===== src/hw/rtl/sctp_header_crc32c_check_top_defines.svh =====
// assertion macros for the sctp checksum checker
`ifndef SCTP_HEADER_CRC32C_CHECK_TOP_DEFINES_SVH
`define SCTP_HEADER_CRC32C_CHECK_TOP_DEFINES_SVH

// same-cycle implication, checked on every rising edge out of reset
`define SCTPCRC_ASSERT_SAME(lbl, ante, cons, msg) \
    lbl: assert property (@(posedge clk) disable iff (!rst_n) (ante) |-> (cons)) \
        else $error(msg);

// next-cycle implication, checked on every rising edge out of reset
`define SCTPCRC_ASSERT_NEXT(lbl, ante, cons, msg) \
    lbl: assert property (@(posedge clk) disable iff (!rst_n) (ante) |=> (cons)) \
        else $error(msg);

`endif


===== src/hw/rtl/sctpcrc_pkg.sv =====
// shared types, constants and the crc-32c byte update for the sctp checksum checker
package sctpcrc_pkg;

    // header layout, in bytes from the start of the packet
    localparam logic [3:0] HEADER_BYTES = 4'd12;
    localparam logic [3:0] SRC_END      = 4'd2;
    localparam logic [3:0] DST_END      = 4'd4;
    localparam logic [3:0] SUM_FIRST    = 4'd8;
    localparam logic [3:0] SUM_END      = 4'd12;

    // reflected crc-32c
    localparam logic [31:0] CRC32C_POLY = 32'h82F6_3B78;
    localparam logic [31:0] CRC_INIT    = 32'hFFFF_FFFF;

    typedef enum logic [1:0] {
        STATUS_OK      = 2'd0,
        STATUS_SHORT   = 2'd1,
        STATUS_BAD_SUM = 2'd2
    } status_t;

    typedef struct packed {
        logic [7:0] data_byte;
        logic       last_byte;
    } in_item_t;

    typedef struct packed {
        status_t     status;
        logic [15:0] source_port;
        logic [15:0] dest_port;
        logic [31:0] received_sum;
        logic [31:0] computed_sum;
        logic [31:0] packet_total;
        logic [31:0] byte_total;
        logic [31:0] short_total;
        logic [31:0] bad_sum_total;
    } out_item_t;

    // output register status seen by the pipeline control
    typedef struct packed {
        logic full;
        logic draining;
    } out_ctrl_t;

    // one byte through the reflected crc, lsb first
    function automatic logic [31:0] crc32c_byte(input logic [31:0] crc, input logic [7:0] b);
        logic [31:0] c;
        c = crc ^ {24'd0, b};
        for (int k = 0; k < 8; k++)
        begin
            c = c[0] ? ((c >> 1) ^ CRC32C_POLY) : (c >> 1);
        end
        return c;
    endfunction

    function automatic logic [31:0] swap32(input logic [31:0] v);
        return {v[7:0], v[15:8], v[23:16], v[31:24]};
    endfunction

endpackage


===== src/hw/rtl/sctpcrc_in_stage.sv =====
// input register stage: holds one accepted byte until the core takes it
module sctpcrc_in_stage (
    input  logic                  clk,
    input  logic                  rst_n,
    input  logic                  item_valid,
    output logic                  item_ready,
    input  sctpcrc_pkg::in_item_t item,
    input  logic                  advance,
    output logic                  stage_valid,
    output sctpcrc_pkg::in_item_t stage_item
);
    import sctpcrc_pkg::*;

    logic     valid_reg;
    logic     valid_next;
    in_item_t item_reg;

    // room when empty or when the held byte moves on this cycle
    assign item_ready = !valid_reg || advance;
    assign valid_next = item_valid ? 1'b1 : (valid_reg && !advance);

    always_ff @(posedge clk or negedge rst_n)
    begin
        if (!rst_n)
        begin
            valid_reg <= 1'b0;
        end
        else if (item_ready)
        begin
            valid_reg <= valid_next;
        end
    end

    // payload, no reset needed
    always_ff @(posedge clk)
    begin
        if (item_valid && item_ready)
        begin
            item_reg <= item;
        end
    end

    assign stage_valid = valid_reg;
    assign stage_item  = item_reg;

endmodule


===== src/hw/rtl/sctpcrc_core.sv =====
// packet state, crc update, header capture and running totals
module sctpcrc_core (
    input  logic                   clk,
    input  logic                   rst_n,
    input  logic                   take,
    input  sctpcrc_pkg::in_item_t  stage_item,
    output sctpcrc_pkg::out_item_t result
);
    import sctpcrc_pkg::*;

    logic [31:0] crc_reg,       crc_next;
    logic [3:0]  header_pos_reg, header_pos_next;
    logic [15:0] src_port_reg,  src_port_next;
    logic [15:0] dst_port_reg,  dst_port_next;
    logic [31:0] sum_field_reg, sum_field_next;
    logic [31:0] packet_count_reg,  packet_count_next;
    logic [31:0] byte_count_reg,    byte_count_next;
    logic [31:0] short_count_reg,   short_count_next;
    logic [31:0] bad_sum_count_reg, bad_sum_count_next;

    logic [7:0]  b;
    logic [7:0]  feed;
    logic        in_sum;
    logic        is_short;
    logic        is_bad;
    logic [31:0] cs;

    // header capture and crc for this byte
    always_comb
    begin
        b      = stage_item.data_byte;
        in_sum = (header_pos_reg >= SUM_FIRST) && (header_pos_reg < SUM_END);
        feed   = in_sum ? 8'd0 : b;

        src_port_next  = src_port_reg;
        dst_port_next  = dst_port_reg;
        sum_field_next = sum_field_reg;
        if (header_pos_reg < SRC_END)
        begin
            src_port_next = {src_port_reg[7:0], b};
        end
        else if (header_pos_reg < DST_END)
        begin
            dst_port_next = {dst_port_reg[7:0], b};
        end
        else if (in_sum)
        begin
            sum_field_next = {sum_field_reg[23:0], b};
        end

        crc_next        = crc32c_byte(crc_reg, feed);
        header_pos_next = (header_pos_reg < HEADER_BYTES) ? header_pos_reg + 4'd1
                                                          : header_pos_reg;
    end

    // end-of-packet verdict and totals
    always_comb
    begin
        cs       = swap32(~crc_next);
        is_short = header_pos_next < HEADER_BYTES;
        is_bad   = !is_short && (cs != sum_field_next);

        byte_count_next    = byte_count_reg + 32'd1;
        packet_count_next  = packet_count_reg + {31'd0, stage_item.last_byte};
        short_count_next   = short_count_reg + {31'd0, stage_item.last_byte && is_short};
        bad_sum_count_next = bad_sum_count_reg + {31'd0, stage_item.last_byte && is_bad};

        result.status        = is_short ? STATUS_SHORT : (is_bad ? STATUS_BAD_SUM : STATUS_OK);
        result.source_port   = is_short ? 16'd0 : src_port_next;
        result.dest_port     = is_short ? 16'd0 : dst_port_next;
        result.received_sum  = is_short ? 32'd0 : sum_field_next;
        result.computed_sum  = is_short ? 32'd0 : cs;
        result.packet_total  = packet_count_next;
        result.byte_total    = byte_count_next;
        result.short_total   = short_count_next;
        result.bad_sum_total = bad_sum_count_next;
    end

    // state update, packet state restarts after a final byte
    always_ff @(posedge clk or negedge rst_n)
    begin
        if (!rst_n)
        begin
            crc_reg           <= CRC_INIT;
            header_pos_reg    <= 4'd0;
            src_port_reg      <= 16'd0;
            dst_port_reg      <= 16'd0;
            sum_field_reg     <= 32'd0;
            packet_count_reg  <= 32'd0;
            byte_count_reg    <= 32'd0;
            short_count_reg   <= 32'd0;
            bad_sum_count_reg <= 32'd0;
        end
        else if (take)
        begin
            packet_count_reg  <= packet_count_next;
            byte_count_reg    <= byte_count_next;
            short_count_reg   <= short_count_next;
            bad_sum_count_reg <= bad_sum_count_next;
            if (stage_item.last_byte)
            begin
                crc_reg        <= CRC_INIT;
                header_pos_reg <= 4'd0;
                src_port_reg   <= 16'd0;
                dst_port_reg   <= 16'd0;
                sum_field_reg  <= 32'd0;
            end
            else
            begin
                crc_reg        <= crc_next;
                header_pos_reg <= header_pos_next;
                src_port_reg   <= src_port_next;
                dst_port_reg   <= dst_port_next;
                sum_field_reg  <= sum_field_next;
            end
        end
    end

endmodule


===== src/hw/rtl/sctpcrc_out_stage.sv =====
// result register: holds one packet verdict until the consumer takes it
module sctpcrc_out_stage (
    input  logic                   clk,
    input  logic                   rst_n,
    input  logic                   load,
    input  sctpcrc_pkg::out_item_t load_item,
    output logic                   result_valid,
    input  logic                   result_ready,
    output sctpcrc_pkg::out_item_t result,
    output sctpcrc_pkg::out_ctrl_t ctrl
);
    import sctpcrc_pkg::*;

    logic      valid_reg;
    logic      valid_next;
    out_item_t result_reg;

    always_comb
    begin
        priority if (load)
        begin
            valid_next = 1'b1;
        end
        else if (result_ready)
        begin
            valid_next = 1'b0;
        end
        else
        begin
            valid_next = valid_reg;
        end
    end

    always_ff @(posedge clk or negedge rst_n)
    begin
        if (!rst_n)
        begin
            valid_reg <= 1'b0;
        end
        else
        begin
            valid_reg <= valid_next;
        end
    end

    // payload, no reset needed
    always_ff @(posedge clk)
    begin
        if (load)
        begin
            result_reg <= load_item;
        end
    end

    assign result_valid  = valid_reg;
    assign result        = result_reg;
    assign ctrl.full     = valid_reg;
    assign ctrl.draining = valid_reg && result_ready;

endmodule


===== src/hw/rtl/sctp_header_crc32c_check_top.sv =====
// top level of the sctp header and crc-32c checksum checker
//
//  channel   direction  handshake                   payload
//  item      in         item_valid / item_ready     item   (data_byte, last_byte)
//  result    out        result_valid / result_ready result (status, ports, sums, totals)
//
// one byte per cycle unless a stalled result holds a final byte; a byte sits in the input
// register after its transfer, and a final byte's verdict enters the result register as
// the byte moves on. the byte-wide crc update between the input and result registers sets
// the clock rate. reset clears the crc to all ones, the header position, captures and all
// totals. a stalled result holds a final byte and those behind it; others keep flowing.
module sctp_header_crc32c_check_top (
    input  logic                   clk,
    input  logic                   rst_n,
    input  logic                   item_valid,
    output logic                   item_ready,
    input  sctpcrc_pkg::in_item_t  item,
    output logic                   result_valid,
    input  logic                   result_ready,
    output sctpcrc_pkg::out_item_t result
);
    import sctpcrc_pkg::*;

`include "sctp_header_crc32c_check_top_defines.svh"

    logic      stage_valid;
    in_item_t  stage_item;
    out_item_t core_result;
    out_ctrl_t out_ctrl;
    logic      advance;
    logic      load;

    // a byte moves on unless it is final and the result register is blocked
    assign advance = stage_valid && (!stage_item.last_byte || !out_ctrl.full
                                     || out_ctrl.draining);
    assign load    = advance && stage_item.last_byte;

    sctpcrc_in_stage u_in_stage (
        .clk         (clk),
        .rst_n       (rst_n),
        .item_valid  (item_valid),
        .item_ready  (item_ready),
        .item        (item),
        .advance     (advance),
        .stage_valid (stage_valid),
        .stage_item  (stage_item)
    );

    sctpcrc_core u_core (
        .clk        (clk),
        .rst_n      (rst_n),
        .take       (advance),
        .stage_item (stage_item),
        .result     (core_result)
    );

    sctpcrc_out_stage u_out_stage (
        .clk          (clk),
        .rst_n        (rst_n),
        .load         (load),
        .load_item    (core_result),
        .result_valid (result_valid),
        .result_ready (result_ready),
        .result       (result),
        .ctrl         (out_ctrl)
    );

    // checks on the verdict and the pipeline flow
    `SCTPCRC_ASSERT_NEXT(a_final_gives_result, load, result_valid,
        "final byte gave no result")
    `SCTPCRC_ASSERT_SAME(a_short_zeroed,
        result_valid && (result.status == STATUS_SHORT),
        (result.computed_sum == 32'd0) && (result.received_sum == 32'd0),
        "short packet sums not zero")
    `SCTPCRC_ASSERT_SAME(a_ok_match,
        result_valid && (result.status == STATUS_OK),
        result.computed_sum == result.received_sum,
        "ok status with mismatched sums")
    `SCTPCRC_ASSERT_SAME(a_bad_mismatch,
        result_valid && (result.status == STATUS_BAD_SUM),
        result.computed_sum != result.received_sum,
        "bad status with matching sums")

endmodule


===== config.mk =====
export PLATFORM = sky130hd
export DESIGN_NAME = sctp_header_crc32c_check_top
export DESIGN_NICKNAME = d
export VERILOG_FILES = /design/src/hw/rtl/sctpcrc_pkg.sv /design/src/hw/rtl/sctpcrc_in_stage.sv /design/src/hw/rtl/sctpcrc_core.sv /design/src/hw/rtl/sctpcrc_out_stage.sv /design/src/hw/rtl/sctp_header_crc32c_check_top.sv
export VERILOG_INCLUDE_DIRS = /design/src /design/src/hw/rtl
export SDC_FILE = /design/constraint.sdc
export NUM_CORES = 1
export LEC_CHECK = 0
export BUFFER_PORTS_ARGS = -buffer_cell sky130_fd_sc_hd__buf_2
export CAP_MARGIN = 10
export CORE_MARGIN = 3
export CORE_UTILIZATION = 60
export DETAILED_ROUTE_END_ITERATION = 8
export PLACE_DENSITY = 0.81
export SLEW_MARGIN = 40
export SYNTH_ARGS = -nofsm -noshare
export SYNTH_HDL_FRONTEND = slang
export SYNTH_SLANG_ARGS = --single-unit

===== constraint.sdc =====
create_clock -name clk -period 35.8 [get_ports clk]
set_input_delay 7.16 -clock clk [delete_from_list [all_inputs] [get_ports clk]]
set_output_delay 7.16 -clock clk [all_outputs]
set_load 0.02 [all_outputs]

Word level (Yosys, flattened, before mapping) --
Index checks and enable logic that the tools add are counted.
Word-level totals: bits in registers 465
Cells by class: $add $sub $neg 5, magnitude comparators 5, equal/unequal tests 1, mux-type cells 25, bitwise gates (word level) 10, reduce and logical (&&, ||, !) cells 18
Operator list (count):
- $mux 32 | 13
- $not 16->17 | 8
- $add 32x1->32 | 3
- $mux 16 | 5
- $add 32x1->32 const B | 1
- $ne 32x32->1 | 1
- $not 32->32 | 1
- $xor 32x8->32 | 1
- $logic_and 1x1->1 | 9
- $lt 4x4->1 const B | 2
- $mux 4 | 2
- $mux 8 | 1
- $logic_not 1->1 | 5
- $add 4x1->4 const B | 1
- $ge 4x4->1 const B | 1
- $lt 4x2->1 const B | 1
- $lt 4x3->1 const B | 1
- $logic_or 1x1->1 | 3
- $mux 1 | 3
- $mux 2 | 1
- $reduce_bool 2->1 | 1

Logic depth before layout (Yosys ltp) --
depth in word-level cells 25, mapped depth 23, depth with buffers taken out 19

Modules after synthesis --
Synthesis repeated with hierarchy kept, for this count alone.
Unflattened totals: cells, all modules 1830, area, all modules 21857.2 sq um
Modules (own cells, without submodules):
- sctpcrc_core | instances 1, cells an instance 1582, area each 14662.8 sq um, seq. area each 5745.5 sq um
- sctpcrc_out_stage | instances 1, cells an instance 231, area each 6837.8 sq um, seq. area each 6811.5 sq um
- sctpcrc_in_stage | instances 1, cells an instance 13, area each 324.1 sq um, seq. area each 295.3 sq um
- sctp_header_crc32c_check_top | instances 1, cells an instance 4, area each 32.5 sq um, seq. area each 0.0 sq um

Least setup slack after synthesis --
No wires, ideal clock.
path kind input -> register, from in result_ready, to reg u_out_stage.result_reg, in the netlist u_out_stage.result[0] (enable), setup time 819 ps, arrival time 17221 ps, required time 34981 ps, setup slack 17760 ps, cell stages on the path 5, buffers on the path 2, cell sequence or3_1 > nand2_1 > clkbuf_1 > clkbuf_1 > nor2_1
On the way: cells in the longest elaborated chain, start to end 4
RTL lines:
- start, declared | RTL line sctp_header_crc32c_check_top.sv:19 | input logic result_ready,
- $logic_and 1x1->1 | RTL line sctpcrc_out_stage.sv:58 | assign ctrl.draining = valid_reg && result_ready;
- $logic_or 1x1->1 | RTL line sctp_header_crc32c_check_top.sv:35 | || out_ctrl.draining);
- $logic_and 1x1->1 | RTL line sctp_header_crc32c_check_top.sv:34 | assign advance = stage_valid && (!stage_item.last_byte || !out_ctrl.full
- $logic_and 1x1->1 | RTL line sctp_header_crc32c_check_top.sv:36 | assign load = advance && stage_item.last_byte;
- via load | RTL line sctp_header_crc32c_check_top.sv:31 | logic load;
- end signal, assigned | RTL line sctpcrc_out_stage.sv:51 | result_reg <= load_item;
- end, declared | RTL line sctpcrc_out_stage.sv:16 | out_item_t result_reg;
The timed path passes the listed nets, and every way through them passes these cells. A chain may end at the register's enable or synchronous reset.

Worst setup path after layout --
from in result_ready, to out item_ready
On the way: cells in the longest elaborated chain, start to end 4
RTL lines:
- $logic_and 1x1->1 | RTL line sctpcrc_out_stage.sv:58
- $logic_or 1x1->1 | RTL line sctp_header_crc32c_check_top.sv:35
- $logic_and 1x1->1 | RTL line sctp_header_crc32c_check_top.sv:34
- $logic_or 1x1->1 | RTL line sctpcrc_in_stage.sv:19 | assign item_ready = !valid_reg || advance;
- end, declared | RTL line sctp_header_crc32c_check_top.sv:16 | output logic item_ready,
No other way between the ends.

==> impl_results.md <==
- Max-slew violation count: 0
- Top cell by count, worst path: buf_2
- Layout Nets: around 2100
- Worst EP required: between 20 and 30 ns
- Placer Congestion: ~0.91
- Clock Sinks: approximately 470
- Area of the multi-input gates: between 0.008 and 0.009 mm2
- P_leak: 11.0 nW
- Core region area: between 0.03 and 0.04 mm2
- Syn_nets: about 1900
- DR iter-0 viols: about 1200
- Max reg flops: approximately 230
- Slowest stage delay, CP: around 0.20 ns
- Critical path type: input pin to output pin
- CTS resizes: 0
- Drc violations: 0
- Final HPWL DP: approximately 33000 um
- Rows: 69
- Vias in the first global route: roughly 14000
- Post-synthesis instance area: around 0.022 mm2
- Final antenna-violating net count: 0
- Layout cell share with drive strength beyond 1: 17.9%
- Via count: about 15000
- Prevailing post-synth register cell: edfxtp_1
- Main area contributors after synthesis: edfxtp_1 (32%), dfrtp_1 (23%), xnor2_1 (7.8%), xor2_1 (5.8%), nand2_1 (4.8%)
- Compound-gate portion of the synthesized area: around 7.6%
- Largest family of logic cells by synthesized area: XOR/XNOR gates
- Mux share of post-synthesis cell area: 1.21%
- Finished Layout Cells: 2606
- Initial antenna violation count: 0
- Yosys top cell by area: edfxtp_1
- Cells after Synth: 1908
- Post-Synth Adder-Cell Area: less than 1%
- Xor/xnor cell area share of the yosys netlist: 16.3%
- CTS Buf Count: 47
- Dpl ws: 20.98 ns
- P&R area growth vs syn: 14.3%
- Async set-or-reset flop fraction in the synthesized netlist: around 50%
- Status: finished clean
- Post-CTS setup buffer count: 0
- Crit path launch type: input pin
- Final Worst Setup Slack: ~21 ns
- Synth Area in Simple Gates: approximately an eighth
- R2r setup slk: around 29 ns
- CTS root buf: clkbuf_16
- CTS max path bufs: 3
- Largest net degree at the start of global routing: 99
- Clock skew: around 0.021 ns
- Cell Pwr Density: 73.6 mW/mm2
- Avg Inst Size Synth: 11.4 um2
- Initial Utilization: ~60%
- Clk pin slew, worst setup/hold paths: approximately 0.06 ns
- Htree depth: 2
- Register Area: 0.0129 mm2
- Tcrit/Tclk final: between 40% and 50%
- Post-DR vias/cell: roughly 5.8
- Worst Max-Slew Pin Slew: 0.840 ns
- Die height: between 150 and 200 um
- Final period demand of the worst path: about 15 ns
- Fill count: between 2000 and 3000
- DR WL/cell: approximately 19 um
- # placed instances: approximately 2500
- Critical path's top delay family: buffers and inverters
- Setup TNS: 0 ns
- Max-Cap Viols: 0
- Final number of hold-violating endpoints: 0
- Total gr overflow: 0
- Worst path buffer plus inverter count: 2
- # IOs: 241
- Yosys cell types: between 60 and 70
- Clock latency on the worst-skew pair: between 0.5 and 0.6 ns
- Post-synth EDFFs: around 240
- Die Area: approximately 0.039 mm2
- Gr usage total: between 20 and 30%
- Worst path arrival time: approximately 7.7 ns
- Slew headroom: a little over two fifths
- VDD IR-drop max: around 0.05 mV
- CTS tree: done
- Final setup violation count: 0
- Sequential share of the synthesized area: 58.9%
- Chip Width: between 150 and 200 um
- Area share of the leading cell type in the synthesized netlist: between 30% and 40%
- Drt first pass iters: 5
- Final Util: roughly 70%
- DRT Wirelength: 49900 um
- Peak Freq: 67.5 MHz
- Port bufs: 240
- Count of state elements after synthesis: roughly 470
- Diodes inserted: 0
- Yosys warns: 0
- First-pass GRT wire length: between 70000 and 80000 um
- Worst path cell trace: buf_2 -> nand4b_1 -> buf_2
- Post-CTS Hold Buffers: 0
- RSZ-0062 raised after global routing: no
- Most common cell after layout, fill and taps aside: nand2_1
- HP Class: flop to flop
- Most frequent cells in the layout: nand2_1 (279), buf_2 (239), edfxtp_1 (235), dfrtp_1 (198), xnor2_1 (195)
- CP Capture Type: output pin
- Worst-path fanout max: 3
- Crit path max-delay cell type: nand4b_1
synthesized netlist by cell type, types with 15 or more instances:
cell type,n
dfstp_2,32
xor2_1,145
xnor2_1,195
nor3_1,29
dfrtp_1,198
o21ai_0,79
nor2_1,168
mux2i_1,23
nand2_1,280
and3_1,24
a21oi_1,68
clkbuf_1,86
nor2b_1,15
nand3_1,62
o22a_1,15
edfxtp_1,235
a21boi_0,43
nand4_1,28
inv_1,15
a22oi_1,23
worst min-delay path, stage by stage, from the launching register on:
cell and delay [ns]:
dfrtp_1 0.34, nand2_1 0.04, o21ai_0 0.06
metal layers:
metal  global-route usage (%)  share of wire [%]  routed length (um)  up-vias
met2                     41.2                 48               23900      625
met4                     7.95                2.8                1420        0
li1                         -                  -                   -     6967
met5                        0                  0                   0        -
met3                     4.19                7.9                3930      102
met1                     36.2                 42               20700     7347
path summary, 6_finish.rpt:
check                                    startpoint                           end  depth (start not counted)
max in group asynchronous                     rst_n       u_core.dst_port_reg[11]                          3
max                                    result_ready                    item_ready                          3
min in group asynchronous                     rst_n  u_core.bad_sum_count_reg[22]                          1
max reg2reg                u_core.header_pos_reg[2]        u_out_stage.result[28]                         20
min                          u_core.dst_port_reg[9]        u_core.dst_port_reg[9]                          2
min reg2reg                  u_core.dst_port_reg[9]        u_core.dst_port_reg[9]                          2
logic make-up (layout without fill, tap and decap cells):
family / after synthesis / after routing
multiplexers: 25 / 25
buffers and inverters: 123 / 360
AO/OA/AOI/OAI: 266 / 266
adder cells (fa/ha/maj): 8 / 8
XOR/XNOR: 367 / 367
AND/OR/NAND/NOR: 654 / 654
flip-flops: 465 / 465
report_power, final:
part / switching [W] / internal, W / leakage (nW)
Combinational: 0.000365 / 0.000293 / 4.79
Sequential: 0.0000549 / 0.000630 / 5.42
Clock: 0.000201 / 0.000292 / 0.754
Total: 0.000621 / 0.00121 / 11.0
metrics by stage:
| stage | total power [W] | cell area, um2 | hold slack, ns |
|---|---|---|---|
| 5_1_grt | 0.00191 | 24900 | 0.504 |
| 6_report | 0.00184 | 24900 | 0.480 |
| 3_3_place_gp | 0.00132 | 23300 | 0.460 |
| 4_1_cts | 0.00183 | 24900 | 0.485 |
| 2_1_floorplan | 0.00119 | 21800 | 0.448 |
| 3_5_place_dp | 0.00134 | 23300 | 0.471 |
cell type report:
class                   count  share of cell area, %
flip-flops and latches    465                   51.5
multi-input cells        1320                   34.1
repair buffers            257                   5.58
clock buffers              68                   5.28
well taps                 461                   2.31
clock inverters            20                  0.953
inverters                  15                  0.226
Power figures use the tool's default switching activity.
